==> src/design/cdad_pkg.sv <==
// Shared types, constants and calendar functions for the date adder.
`default_nettype none
package cdad_pkg;

  localparam int DayW   = 5;
  localparam int MonthW = 4;
  localparam int YearW  = 14;
  localparam int AddW   = 16;
  // Working day count: day of month plus the days still to add.
  localparam int AccW   = 17;
  localparam int QuotW  = 8;
  localparam int RemW   = 7;

  localparam logic [YearW-1:0] YEAR_MIN = 14'd1601;
  localparam logic [YearW-1:0] YEAR_MAX = 14'd9999;
  localparam logic [MonthW-1:0] MONTH_JAN = 4'd1;
  localparam logic [MonthW-1:0] MONTH_FEB = 4'd2;
  localparam logic [MonthW-1:0] MONTH_DEC = 4'd12;
  localparam logic [RemW-1:0] YEAR_IN_CENT_LAST = 7'd99;

  // floor(y / 100) == (y * 5243) >> 19 for every 14-bit year
  localparam logic [12:0] CENT_RECIP = 13'd5243;
  localparam int CENT_SHIFT = 19;
  localparam logic [6:0] CENT_LEN = 7'd100;

  localparam logic [DayW-1:0] MONTH_DAYS [12] = '{
    5'd31, 5'd28, 5'd31, 5'd30, 5'd31, 5'd30,
    5'd31, 5'd31, 5'd30, 5'd31, 5'd30, 5'd31
  };

  typedef struct packed {
    logic load;
    logic split;
    logic check;
    logic step;
  } dp_cmd_t;

  typedef struct packed {
    logic walk_done;
  } dp_stat_t;

  // Leap from year-within-century and century modulo four.
  function automatic logic leap_year(input logic [RemW-1:0] yc, input logic [1:0] c4);
    logic res;
    if (yc == '0) begin
      res = (c4 == 2'd0);
    end else begin
      res = (yc[1:0] == 2'd0);
    end
    return res;
  endfunction

  // Length of a month; zero for codes outside 1..12.
  function automatic logic [DayW-1:0] month_len(input logic [MonthW-1:0] m,
                                                 input logic leap);
    logic [DayW-1:0] len;
    logic [MonthW-1:0] idx;
    idx = m - MONTH_JAN;
    if (m >= MONTH_JAN && m <= MONTH_DEC) begin
      len = MONTH_DAYS[idx];
      if (m == MONTH_FEB && leap) begin
        len = len + 5'd1;
      end
    end else begin
      len = '0;
    end
    return len;
  endfunction

endpackage
`default_nettype wire

==> src/design/cdad_datapath.sv <==
// Datapath: date registers, century split, validity check and month walk.
`default_nettype none
module cdad_datapath (
  input  wire logic                      clk,
  input  wire cdad_pkg::dp_cmd_t         cmd,
  input  wire logic [cdad_pkg::DayW-1:0]   in_day,
  input  wire logic [cdad_pkg::MonthW-1:0] in_month,
  input  wire logic [cdad_pkg::YearW-1:0]  in_year,
  input  wire logic [cdad_pkg::AddW-1:0]   in_days_to_add,
  output cdad_pkg::dp_stat_t             stat,
  output logic                           date_valid,
  output logic [cdad_pkg::DayW-1:0]      new_day,
  output logic [cdad_pkg::MonthW-1:0]    new_month,
  output logic [cdad_pkg::YearW-1:0]     new_year
);

  logic [cdad_pkg::AccW-1:0]   day_r;
  logic [cdad_pkg::MonthW-1:0] month_r;
  logic [cdad_pkg::YearW-1:0]  year_r;
  logic [cdad_pkg::AddW-1:0]   add_r;
  logic [cdad_pkg::QuotW-1:0]  quot_r;
  logic [cdad_pkg::RemW-1:0]   yc_r;
  logic [1:0]                  c4_r;
  logic                        ok_r;

  logic [26:0]                 prod;
  logic [14:0]                 cent_years;
  logic [cdad_pkg::YearW-1:0]  rem_full;
  logic [cdad_pkg::RemW-1:0]   rem;
  logic [cdad_pkg::DayW-1:0]   chk_len;
  logic [cdad_pkg::DayW-1:0]   cur_len;
  logic                        ok_nxt;

  assign prod       = 27'(year_r) * 27'(cdad_pkg::CENT_RECIP);
  assign cent_years = 15'(quot_r) * 15'(cdad_pkg::CENT_LEN);
  assign rem_full   = year_r - cent_years[cdad_pkg::YearW-1:0];
  assign rem        = rem_full[cdad_pkg::RemW-1:0];

  assign chk_len = cdad_pkg::month_len(month_r, cdad_pkg::leap_year(rem, quot_r[1:0]));
  assign cur_len = cdad_pkg::month_len(month_r, cdad_pkg::leap_year(yc_r, c4_r));

  assign ok_nxt = (year_r >= cdad_pkg::YEAR_MIN) && (year_r <= cdad_pkg::YEAR_MAX) &&
                  (month_r >= cdad_pkg::MONTH_JAN) && (month_r <= cdad_pkg::MONTH_DEC) &&
                  (day_r != '0) && (day_r <= cdad_pkg::AccW'(chk_len));

  assign stat.walk_done = !ok_r || (day_r <= cdad_pkg::AccW'(cur_len));

  always_ff @(posedge clk) begin
    if (cmd.load) begin
      day_r   <= cdad_pkg::AccW'(in_day);
      month_r <= in_month;
      year_r  <= in_year;
      add_r   <= in_days_to_add;
    end else if (cmd.split) begin
      quot_r <= prod[26:cdad_pkg::CENT_SHIFT];
    end else if (cmd.check) begin
      yc_r <= rem;
      c4_r <= quot_r[1:0];
      ok_r <= ok_nxt;
      // add the days only to a date that passed the check
      if (ok_nxt) begin
        day_r <= day_r + cdad_pkg::AccW'(add_r);
      end
    end else if (cmd.step) begin
      day_r <= day_r - cdad_pkg::AccW'(cur_len);
      if (month_r == cdad_pkg::MONTH_DEC) begin
        month_r <= cdad_pkg::MONTH_JAN;
        year_r  <= year_r + 14'd1;
        if (yc_r == cdad_pkg::YEAR_IN_CENT_LAST) begin
          yc_r <= '0;
          c4_r <= c4_r + 2'd1;
        end else begin
          yc_r <= yc_r + 7'd1;
        end
      end else begin
        month_r <= month_r + 4'd1;
      end
    end
  end

  assign date_valid = ok_r;
  assign new_day    = day_r[cdad_pkg::DayW-1:0];
  assign new_month  = month_r;
  assign new_year   = year_r;

endmodule
`default_nettype wire

==> src/design/cdad_ctrl.sv <==
// Controller state machine: sequences load, split, check and month walk.
`default_nettype none
module cdad_ctrl (
  input  wire logic               clk,
  input  wire logic               rst_n,
  input  wire logic               start,
  input  wire cdad_pkg::dp_stat_t stat,
  output cdad_pkg::dp_cmd_t       cmd,
  output logic                    busy,
  output logic                    out_strobe
);

  localparam logic [2:0] ST_IDLE  = 3'd0;
  localparam logic [2:0] ST_SPLIT = 3'd1;
  localparam logic [2:0] ST_CHECK = 3'd2;
  localparam logic [2:0] ST_WALK  = 3'd3;
  localparam logic [2:0] ST_DONE  = 3'd4;

  logic [2:0] state_r;
  logic [2:0] state_nxt;

  always_comb begin
    state_nxt = state_r;
    cmd       = '0;
    case (state_r)
      ST_IDLE: begin
        if (start) begin
          cmd.load  = 1'b1;
          state_nxt = ST_SPLIT;
        end
      end
      ST_SPLIT: begin
        cmd.split = 1'b1;
        state_nxt = ST_CHECK;
      end
      ST_CHECK: begin
        cmd.check = 1'b1;
        state_nxt = ST_WALK;
      end
      ST_WALK: begin
        // advance one month per cycle until the day fits or the date failed the check
        if (stat.walk_done) begin
          state_nxt = ST_DONE;
        end else begin
          cmd.step = 1'b1;
        end
      end
      ST_DONE: begin
        state_nxt = ST_IDLE;
      end
      default: begin
        state_nxt = ST_IDLE;
      end
    endcase
  end

  always_ff @(posedge clk) begin
    if (!rst_n) begin
      state_r <= ST_IDLE;
    end else begin
      state_r <= state_nxt;
    end
  end

  assign busy       = (state_r != ST_IDLE);
  assign out_strobe = (state_r == ST_DONE);

endmodule
`default_nettype wire

==> src/design/calendar_date_add_days_core.sv <==
// Top level: Gregorian date plus a count of days.
//
//   channel  ports                                         handshake
//   request  in_day in_month in_year in_days_to_add        start && !busy
//   result   out_date_valid out_new_day out_new_month      out_strobe, one cycle
//            out_new_year
//
// After a request is accepted the controller passes through the split, check, walk and
// done states, raising the result strobe in done and then returning to idle for the next
// request. The walk crosses M month boundaries (at most about 2160), stepping one month per
// cycle through a single subtract and month-length lookup.
// The year is split into century and year-in-century by a constant reciprocal
// multiply, then tracked by counters during the walk.
// Reset is synchronous, active low, and returns the controller to idle.
// The result registers hold their values until the next request is loaded; the receiver cannot stall.
`default_nettype none
module calendar_date_add_days_core (
  input  wire logic                        clk,
  input  wire logic                        rst_n,
  input  wire logic                        start,
  output logic                             busy,
  input  wire logic [cdad_pkg::DayW-1:0]   in_day,
  input  wire logic [cdad_pkg::MonthW-1:0] in_month,
  input  wire logic [cdad_pkg::YearW-1:0]  in_year,
  input  wire logic [cdad_pkg::AddW-1:0]   in_days_to_add,
  output logic                             out_strobe,
  output logic                             out_date_valid,
  output logic [cdad_pkg::DayW-1:0]        out_new_day,
  output logic [cdad_pkg::MonthW-1:0]      out_new_month,
  output logic [cdad_pkg::YearW-1:0]       out_new_year
);

  cdad_pkg::dp_cmd_t  cmd;
  cdad_pkg::dp_stat_t stat;

  cdad_ctrl u_ctrl (
    .clk        (clk),
    .rst_n      (rst_n),
    .start      (start),
    .stat       (stat),
    .cmd        (cmd),
    .busy       (busy),
    .out_strobe (out_strobe)
  );

  cdad_datapath u_dp (
    .clk            (clk),
    .cmd            (cmd),
    .in_day         (in_day),
    .in_month       (in_month),
    .in_year        (in_year),
    .in_days_to_add (in_days_to_add),
    .stat           (stat),
    .date_valid     (out_date_valid),
    .new_day        (out_new_day),
    .new_month      (out_new_month),
    .new_year       (out_new_year)
  );

`ifndef SYNTHESIS
  a_strobe_busy: assert property (@(posedge clk) disable iff (!rst_n)
    out_strobe |-> busy)
    else $error("result strobe outside a busy period");

  a_accept_busy: assert property (@(posedge clk) disable iff (!rst_n)
    (start && !busy) |=> busy)
    else $error("request accepted but block not busy");

  a_strobe_single: assert property (@(posedge clk) disable iff (!rst_n)
    out_strobe |=> !out_strobe)
    else $error("result strobe longer than one cycle");

  a_valid_date: assert property (@(posedge clk) disable iff (!rst_n)
    (out_strobe && out_date_valid) |->
      (out_new_month >= cdad_pkg::MONTH_JAN) && (out_new_month <= cdad_pkg::MONTH_DEC) &&
      (out_new_day != '0))
    else $error("valid result holds an impossible date");
`endif

endmodule
`default_nettype wire

==> config.mk <==
export PLATFORM = sky130hd
export DESIGN_NAME = calendar_date_add_days_core
export DESIGN_NICKNAME = d
export VERILOG_FILES = /design/src/design/cdad_pkg.sv /design/src/design/cdad_datapath.sv /design/src/design/cdad_ctrl.sv /design/src/design/calendar_date_add_days_core.sv
export SDC_FILE = /design/constraint.sdc
export NUM_CORES = 1
export LEC_CHECK = 0
export ABC_AREA = 1
export BUFFER_PORTS_ARGS = -buffer_cell sky130_fd_sc_hd__buf_2
export CAP_MARGIN = 15
export CORE_MARGIN = 2
export CORE_UTILIZATION = 40
export DETAILED_ROUTE_END_ITERATION = 16
export PLACE_DENSITY_LB_ADDON = 0.05
export SLEW_MARGIN = 20
export SYNTH_ARGS = -nofsm -noshare
export SYNTH_HDL_FRONTEND = slang
export SYNTH_SLANG_ARGS = --single-unit
==> constraint.sdc <==
create_clock -name clk -period 4.5 [get_ports clk]
set_input_delay 0.9 -clock clk [delete_from_list [all_inputs] [get_ports clk]]
set_output_delay 0.9 -clock clk [all_outputs]
set_load 0.01 [all_outputs]
==> results of run 1 <==
-- state kept, by name, summed over array words and instances (netlist names), 2 cells and up --
name	count
u_ctrl.state_r	3
u_dp.add_r	16
u_dp.c4_r	2
u_dp.day_r	17
u_dp.new_month	4
u_dp.new_year	14
u_dp.quot_r	5
u_dp.yc_r	7
-- layer usage --
| metal | vias up | track usage |
|---|---|---|
| met5 | - | 0 |
| met4 | 0 | 0.0410 |
| met3 | 14 | 0.0283 |
| met2 | 129 | 0.314 |
| met1 | 3504 | 0.318 |
| li1 | 3964 | - |
-- cells by family (layout without fill, tap and decap cells) --
family	count (synthesis)	in the layout
flops	69	69
fa+ha+maj	213	213
compound gates	109	109
simple gates	499	499
xor+xnor	39	39
buf+inv	235	353
-- Yosys cell counts, types with 5 or more instances --
master / number / area [um2]
a21oi_1: 45 / 225
a31oi_1: 7 / 43.8
and2_1: 6 / 37.5
buf_4: 9 / 67.6
clkbuf_1: 6 / 22.5
dfxtp_1: 15 / 300
edfxtp_1: 54 / 1620
fa_1: 65 / 1300
ha_1: 148 / 1850
inv_1: 210 / 788
inv_2: 5 / 18.8
nand2_1: 265 / 995
nand3_1: 83 / 415
nand3b_1: 8 / 60.1
nand4_1: 14 / 87.6
nor2_1: 82 / 308
nor2_2: 7 / 43.8
nor3_1: 15 / 75.1
o21ai_0: 45 / 225
xnor2_1: 14 / 123
xor2_1: 25 / 219
-- final cells by class --
class                           count  area [um2]  area share
Multi-Input combinational cell    860        6340       0.603
Sequential cell                    69        1920       0.183
Inverter                          215         807      0.0767
Timing Repair Buffer              122         761      0.0723
Tap cell                          285         357      0.0339
Clock buffer                       11         253      0.0240
Clock inverter                      5        81.3     0.00773
-- worst paths after layout --
kind              slack [ns]                          end  cells past startpoint                         from
setup reg to reg        0.19     u_dp.quot_r[3]$_DFFE_PP_                     13  u_dp.new_year[10]$_DFFE_PP_
hold / removal          0.53  u_dp.day_r[16]$_SDFFE_PP0P_                      2  u_dp.day_r[16]$_SDFFE_PP0P_
setup / recovery        0.19     u_dp.quot_r[3]$_DFFE_PP_                     13  u_dp.new_year[10]$_DFFE_PP_
hold reg to reg         0.53  u_dp.day_r[16]$_SDFFE_PP0P_                      2  u_dp.day_r[16]$_SDFFE_PP0P_
-- per-stage QoR --
stage	worst slack, ns	hold slack, ns	util
6_report	0.190	0.529	0.467
5_1_grt	-0.0255	0.568	0.467
4_1_cts	0.0446	0.531	0.456
3_5_place_dp	0.0715	0.520	0.441
3_3_place_gp	0.0111	0.515	0.441
2_1_floorplan	0.180	0.487	-
-- critical path, cell delays in order, from the launching register on --
cell	delay (ns)
edfxtp_1	0.43
buf_4	0.17
fa_1	0.49
ha_1	0.32
fa_1	0.47
fa_1	0.52
fa_1	0.48
ha_1	0.35
nand2_1	0.14
nor4_2	0.28
buf_4	0.16
nand4_1	0.08
nand3_1	0.11
xor2_1	0.06
-- repair_timing --
action / CTS / global route
buffers inserted: 0 / 22
resized for setup: 0 / 14
hold endpoints to repair: 0 / 0
endpoints found under the setup margin: 0 / 4
==> impl_metrics.toml, run 1 <==
[synthesis]
synthAdderAreaFrac = 0.346
netlist_area_mm2 = 0.00910
ys_seq_elements = 69
synth_xor_xnor_area_share = 0.0375
synthArstFlopShare = 0
synth_top_family_by_area = "adder cells"
synth_area_per_cell_um2 = 7.82
synth_mux_area_frac = 0
seq_area_frac_synth = 0.211
synth-simple-area-share = 0.239
synth_edf_count = 54
mappedNetlistNets = 1419
synth_cell_types = 37
synthFlopType = "edfxtp_1"
synth_cells = 1164
synth_compound_area_frac = 0.0638
ys.warnings.count = 0

[place]
dp.cells = 1529
port_buffers = 67
dp_hpwl_um = 20300
placed_area_mm2 = 0.00992
place.gp.congestion = 0.837

[sta]
final_hold_viol_count = 0
drv_slew = 0
skew_ns = 0.0125
slew_headroom = 0.586
worst_slew_pin_slew_ns = 0.621
period_share = 0.958
period_needed_ns = 4.31
tns_ns = 0
final-setup-viol-count = 0
fmax_ghz = 0.232

[routing]
drt-wirelength-per-cell_um = 15.6
met1_length_um = 12700
drc = 0
via_count = 7611
wl_met2_um = 10500
first_pass_iters = 5
dr_wl_met3_um = 972
ant_nets = 0
wl_um = 24400
dr.max_layer_used = "met4"
via_per_inst = 4.86
drtIter0Drc = 453

[setup_path]
worstSetupEndpointType = "register"
worstPathRequired_ns = 4.60
cp_max_fo = 4
critPathKind = "reg2reg"
startpoint_type = "register"
cp.arrival_ns = 4.41

[clocking]
clk_pin_slew_ns = 0.06
clk_path_buf_depth = 2
cts_buffers = 9
cts_tree = "built"
cts-htree-levels = 3
clk_latency_ns = 0.35
clkSinkCount = 69
ctsHoldBuffers = 0
clk_root_buffer_cell = "clkbuf_16"

[floorplan]
dieArea_mm2 = 0.0240
start_util = 0.404
die_y_um = 155
rows = 55
core_area_mm2 = 0.0225
die_x_um = 155
io_pins = 68

[layout]
fill_cells = 2313
mostFrequentLayoutCell = "nand2_1"
antenna_cells = 0
mostFrequentLayoutCells = "nand2_1, inv_1, ha_1, nand3_1, nor2_1"
fin_nets = 1532
drive_gt1_frac = 0.137
syn2layout_area_growth_pct = 15.6
finalNonFillerCells = 1567
final_cell_area_mm2 = 0.0105

[job]
max_cap_violations = 0

[run_status]
status = "finished, final reports clean"

[global_route]
grt_max_degree = 51
grt-ovfl-total = 0
grt_antenna_before_repair = 0
grt_pass1_wl_um = 38700
grt_pass1_vias = 7137
grt_usage = 0.208

[hold_path]
min_path_type = "reg2reg"
Power of run 1 is not shown: default switching activity piles up to over one toggle a cycle in this logic, so the estimate is an artifact.
==> run 2: changes to the inputs <==
Settings changed: CORE_MARGIN 2 to default, PLACE_DENSITY from default to 0.62, PLACE_DENSITY_LB_ADDON 0.05 to default.
==> impl_metrics.toml, run 2 (synthesis results as in run 1) <==
[routing]
drt-wirelength-per-cell_um = 14.9
drtIter0Drc = 421
wl_um = 23400
via_count = 7848
drc = 0
ant_nets = 0
first_pass_iters = 5
via_per_inst = 5.00

[layout]
fin_nets = 1540
syn2layout_area_growth_pct = 16.5
finalNonFillerCells = 1570
drive_gt1_frac = 0.147
top_register = "u_dp.day_r"
antenna_cells = 0
mostFrequentLayoutCell = "nand2_1"
mostFrequentLayoutCells = "nand2_1, inv_1, ha_1, nand3_1, nor2_1"
largest_reg_flops = 17

[setup_path]
cp_num_buf_inv = 2
startpoint_type = "register"
cpPeakStageDelay_ns = 0.60
cpMostUsedCell = "fa_1"
critPathKind = "reg2reg"
cp_top_family = "adder cells"
cp_max_fo = 5
reg2reg_setup_slack_ns = 0.10
cp.arrival_ns = 4.49
r2r_cells = 14
worstPathCellList = "buf_4, fa_1, ha_1, fa_1, fa_1, fa_1, ha_4, nand2_1, inv_1, a21oi_2, nor2_1, nor3_1, nand4_1, xnor2_1"
worstPathRequired_ns = 4.59
r2r_end = "u_dp.quot_r[4]$_DFFE_PP_"
cp_slowest_cell = "fa_1"
worstSetupEndpointType = "register"
reg2reg_from = "u_dp.new_year[12]$_DFFE_PP_"

[place]
place.gp.congestion = 0.872
place_ws_ns = -0.0174
dp.cells = 1526
port_buffers = 67
dp_hpwl_um = 19100

[sta]
drv_slew = 0
fmax_ghz = 0.227
period_share = 0.977
final_hold_viol_count = 0
rsz0062_at_grt = "yes"
worst_slew_pin_slew_ns = 0.929
final-setup-viol-count = 0
hold_slack_ns = 0.524
slew_headroom = 0.380
skew_ns = 0.0103
fin_ws_ns = 0.103
period_needed_ns = 4.40

[clocking]
clk_path_buf_depth = 2
cts_tree = "built"
cts-htree-levels = 3
clkSinkCount = 69
ctsHoldBuffers = 0
clk_root_buffer_cell = "clkbuf_16"
clk_latency_ns = 0.35
clk_pin_slew_ns = 0.06
cts_buffers = 9

[floorplan]
die_x_um = 153
core_area_mm2 = 0.0221
rows = 54
start_util = 0.412
io_pins = 68
die_y_um = 153
dieArea_mm2 = 0.0234

[global_route]
grt-ovfl-total = 0
grt_max_degree = 51
grt_antenna_before_repair = 0
grt_pass1_vias = 7415
grt_usage = 0.206
grt_pass1_wl_um = 38000

[job]
max_cap_violations = 0

[run_status]
status = "finished, final reports clean"

[hold_path]
min_path_type = "reg2reg"
hold_start = "u_dp.day_r[16]$_SDFFE_PP0P_"
min_to = "u_dp.day_r[16]$_SDFFE_PP0P_"
min_path_cells = 2
## run 2: cell types whose count changed in the layout (fill, tap and decap cells not counted), moves of 2 or more
cell / before / now
ha_1: 144 / 140
ha_4: 4 / 8
nand2_2: 4 / 6
buf_4: 54 / 62
a21oi_1: 42 / 40
nand2_1: 265 / 263
a21oi_2: 3 / 5
clkinv_1: 0 / 2
clkbuf_8: 2 / 0
## run 2: metal layers
layer	global-route usage	share of wire
met3	0.0264	0.053
met2	0.314	0.44
met1	0.306	0.49
met4	0.0544	0.016
met5	0	0
## run 2: metrics by stage
| step | TNS [ns] | instance area [um2] | util |
|---|---|---|---|
| after global routing | -0.0210 | 10600 | 0.480 |
| after detailed placement | -0.0174 | 9930 | 0.450 |
| after CTS | 0 | 10300 | 0.465 |
| final | 0 | 10600 | 0.480 |
| after floorplan | 0 | 9100 | - |
| after global placement | 0 | 9930 | 0.450 |
## run 2: worst max-delay path by stage
stage,from,end,slack [ns],cells past startpoint
2_1_floorplan,u_dp.new_year[8]$_DFFE_PP_,u_dp.quot_r[0]$_DFFE_PP_,0.18,16
3_3_place_gp,u_dp.new_year[4]$_DFFE_PP_,u_dp.quot_r[0]$_DFFE_PP_,0.02,19
3_5_place_dp,u_dp.new_year[10]$_DFFE_PP_,u_dp.quot_r[2]$_DFFE_PP_,-0.02,14
4_1_cts,u_dp.new_year[4]$_DFFE_PP_,u_dp.quot_r[0]$_DFFE_PP_,0.005,19
5_1_grt,u_dp.new_year[10]$_DFFE_PP_,u_dp.quot_r[2]$_DFFE_PP_,-0.02,14
6_report,u_dp.new_year[12]$_DFFE_PP_,u_dp.quot_r[4]$_DFFE_PP_,0.10,14
## run 2: repair_timing
action / CTS / global route
endpoints found under the setup margin: 2 / 5
buffers inserted: 4 / 24
gates resized for setup: 0 / 24
pin swaps: 0 / 4
## run 2: layout make-up
cell class	instances	area, um2
Multi-Input combinational cell	860	6400
Clock buffer	9	225
Clock inverter	7	88.8
Timing Repair Buffer	130	812
Fill cell	2156	11500
Sequential cell	69	1920
Tap cell	280	350
Inverter	215	810
## run 2: tightest hold or removal path, cell delays in order, from the launching register on
cell and delay [ns]:
dfxtp_1 0.33, nand3_1 0.08, a21oi_1 0.06
Power of run 2 is left out for the same reason.
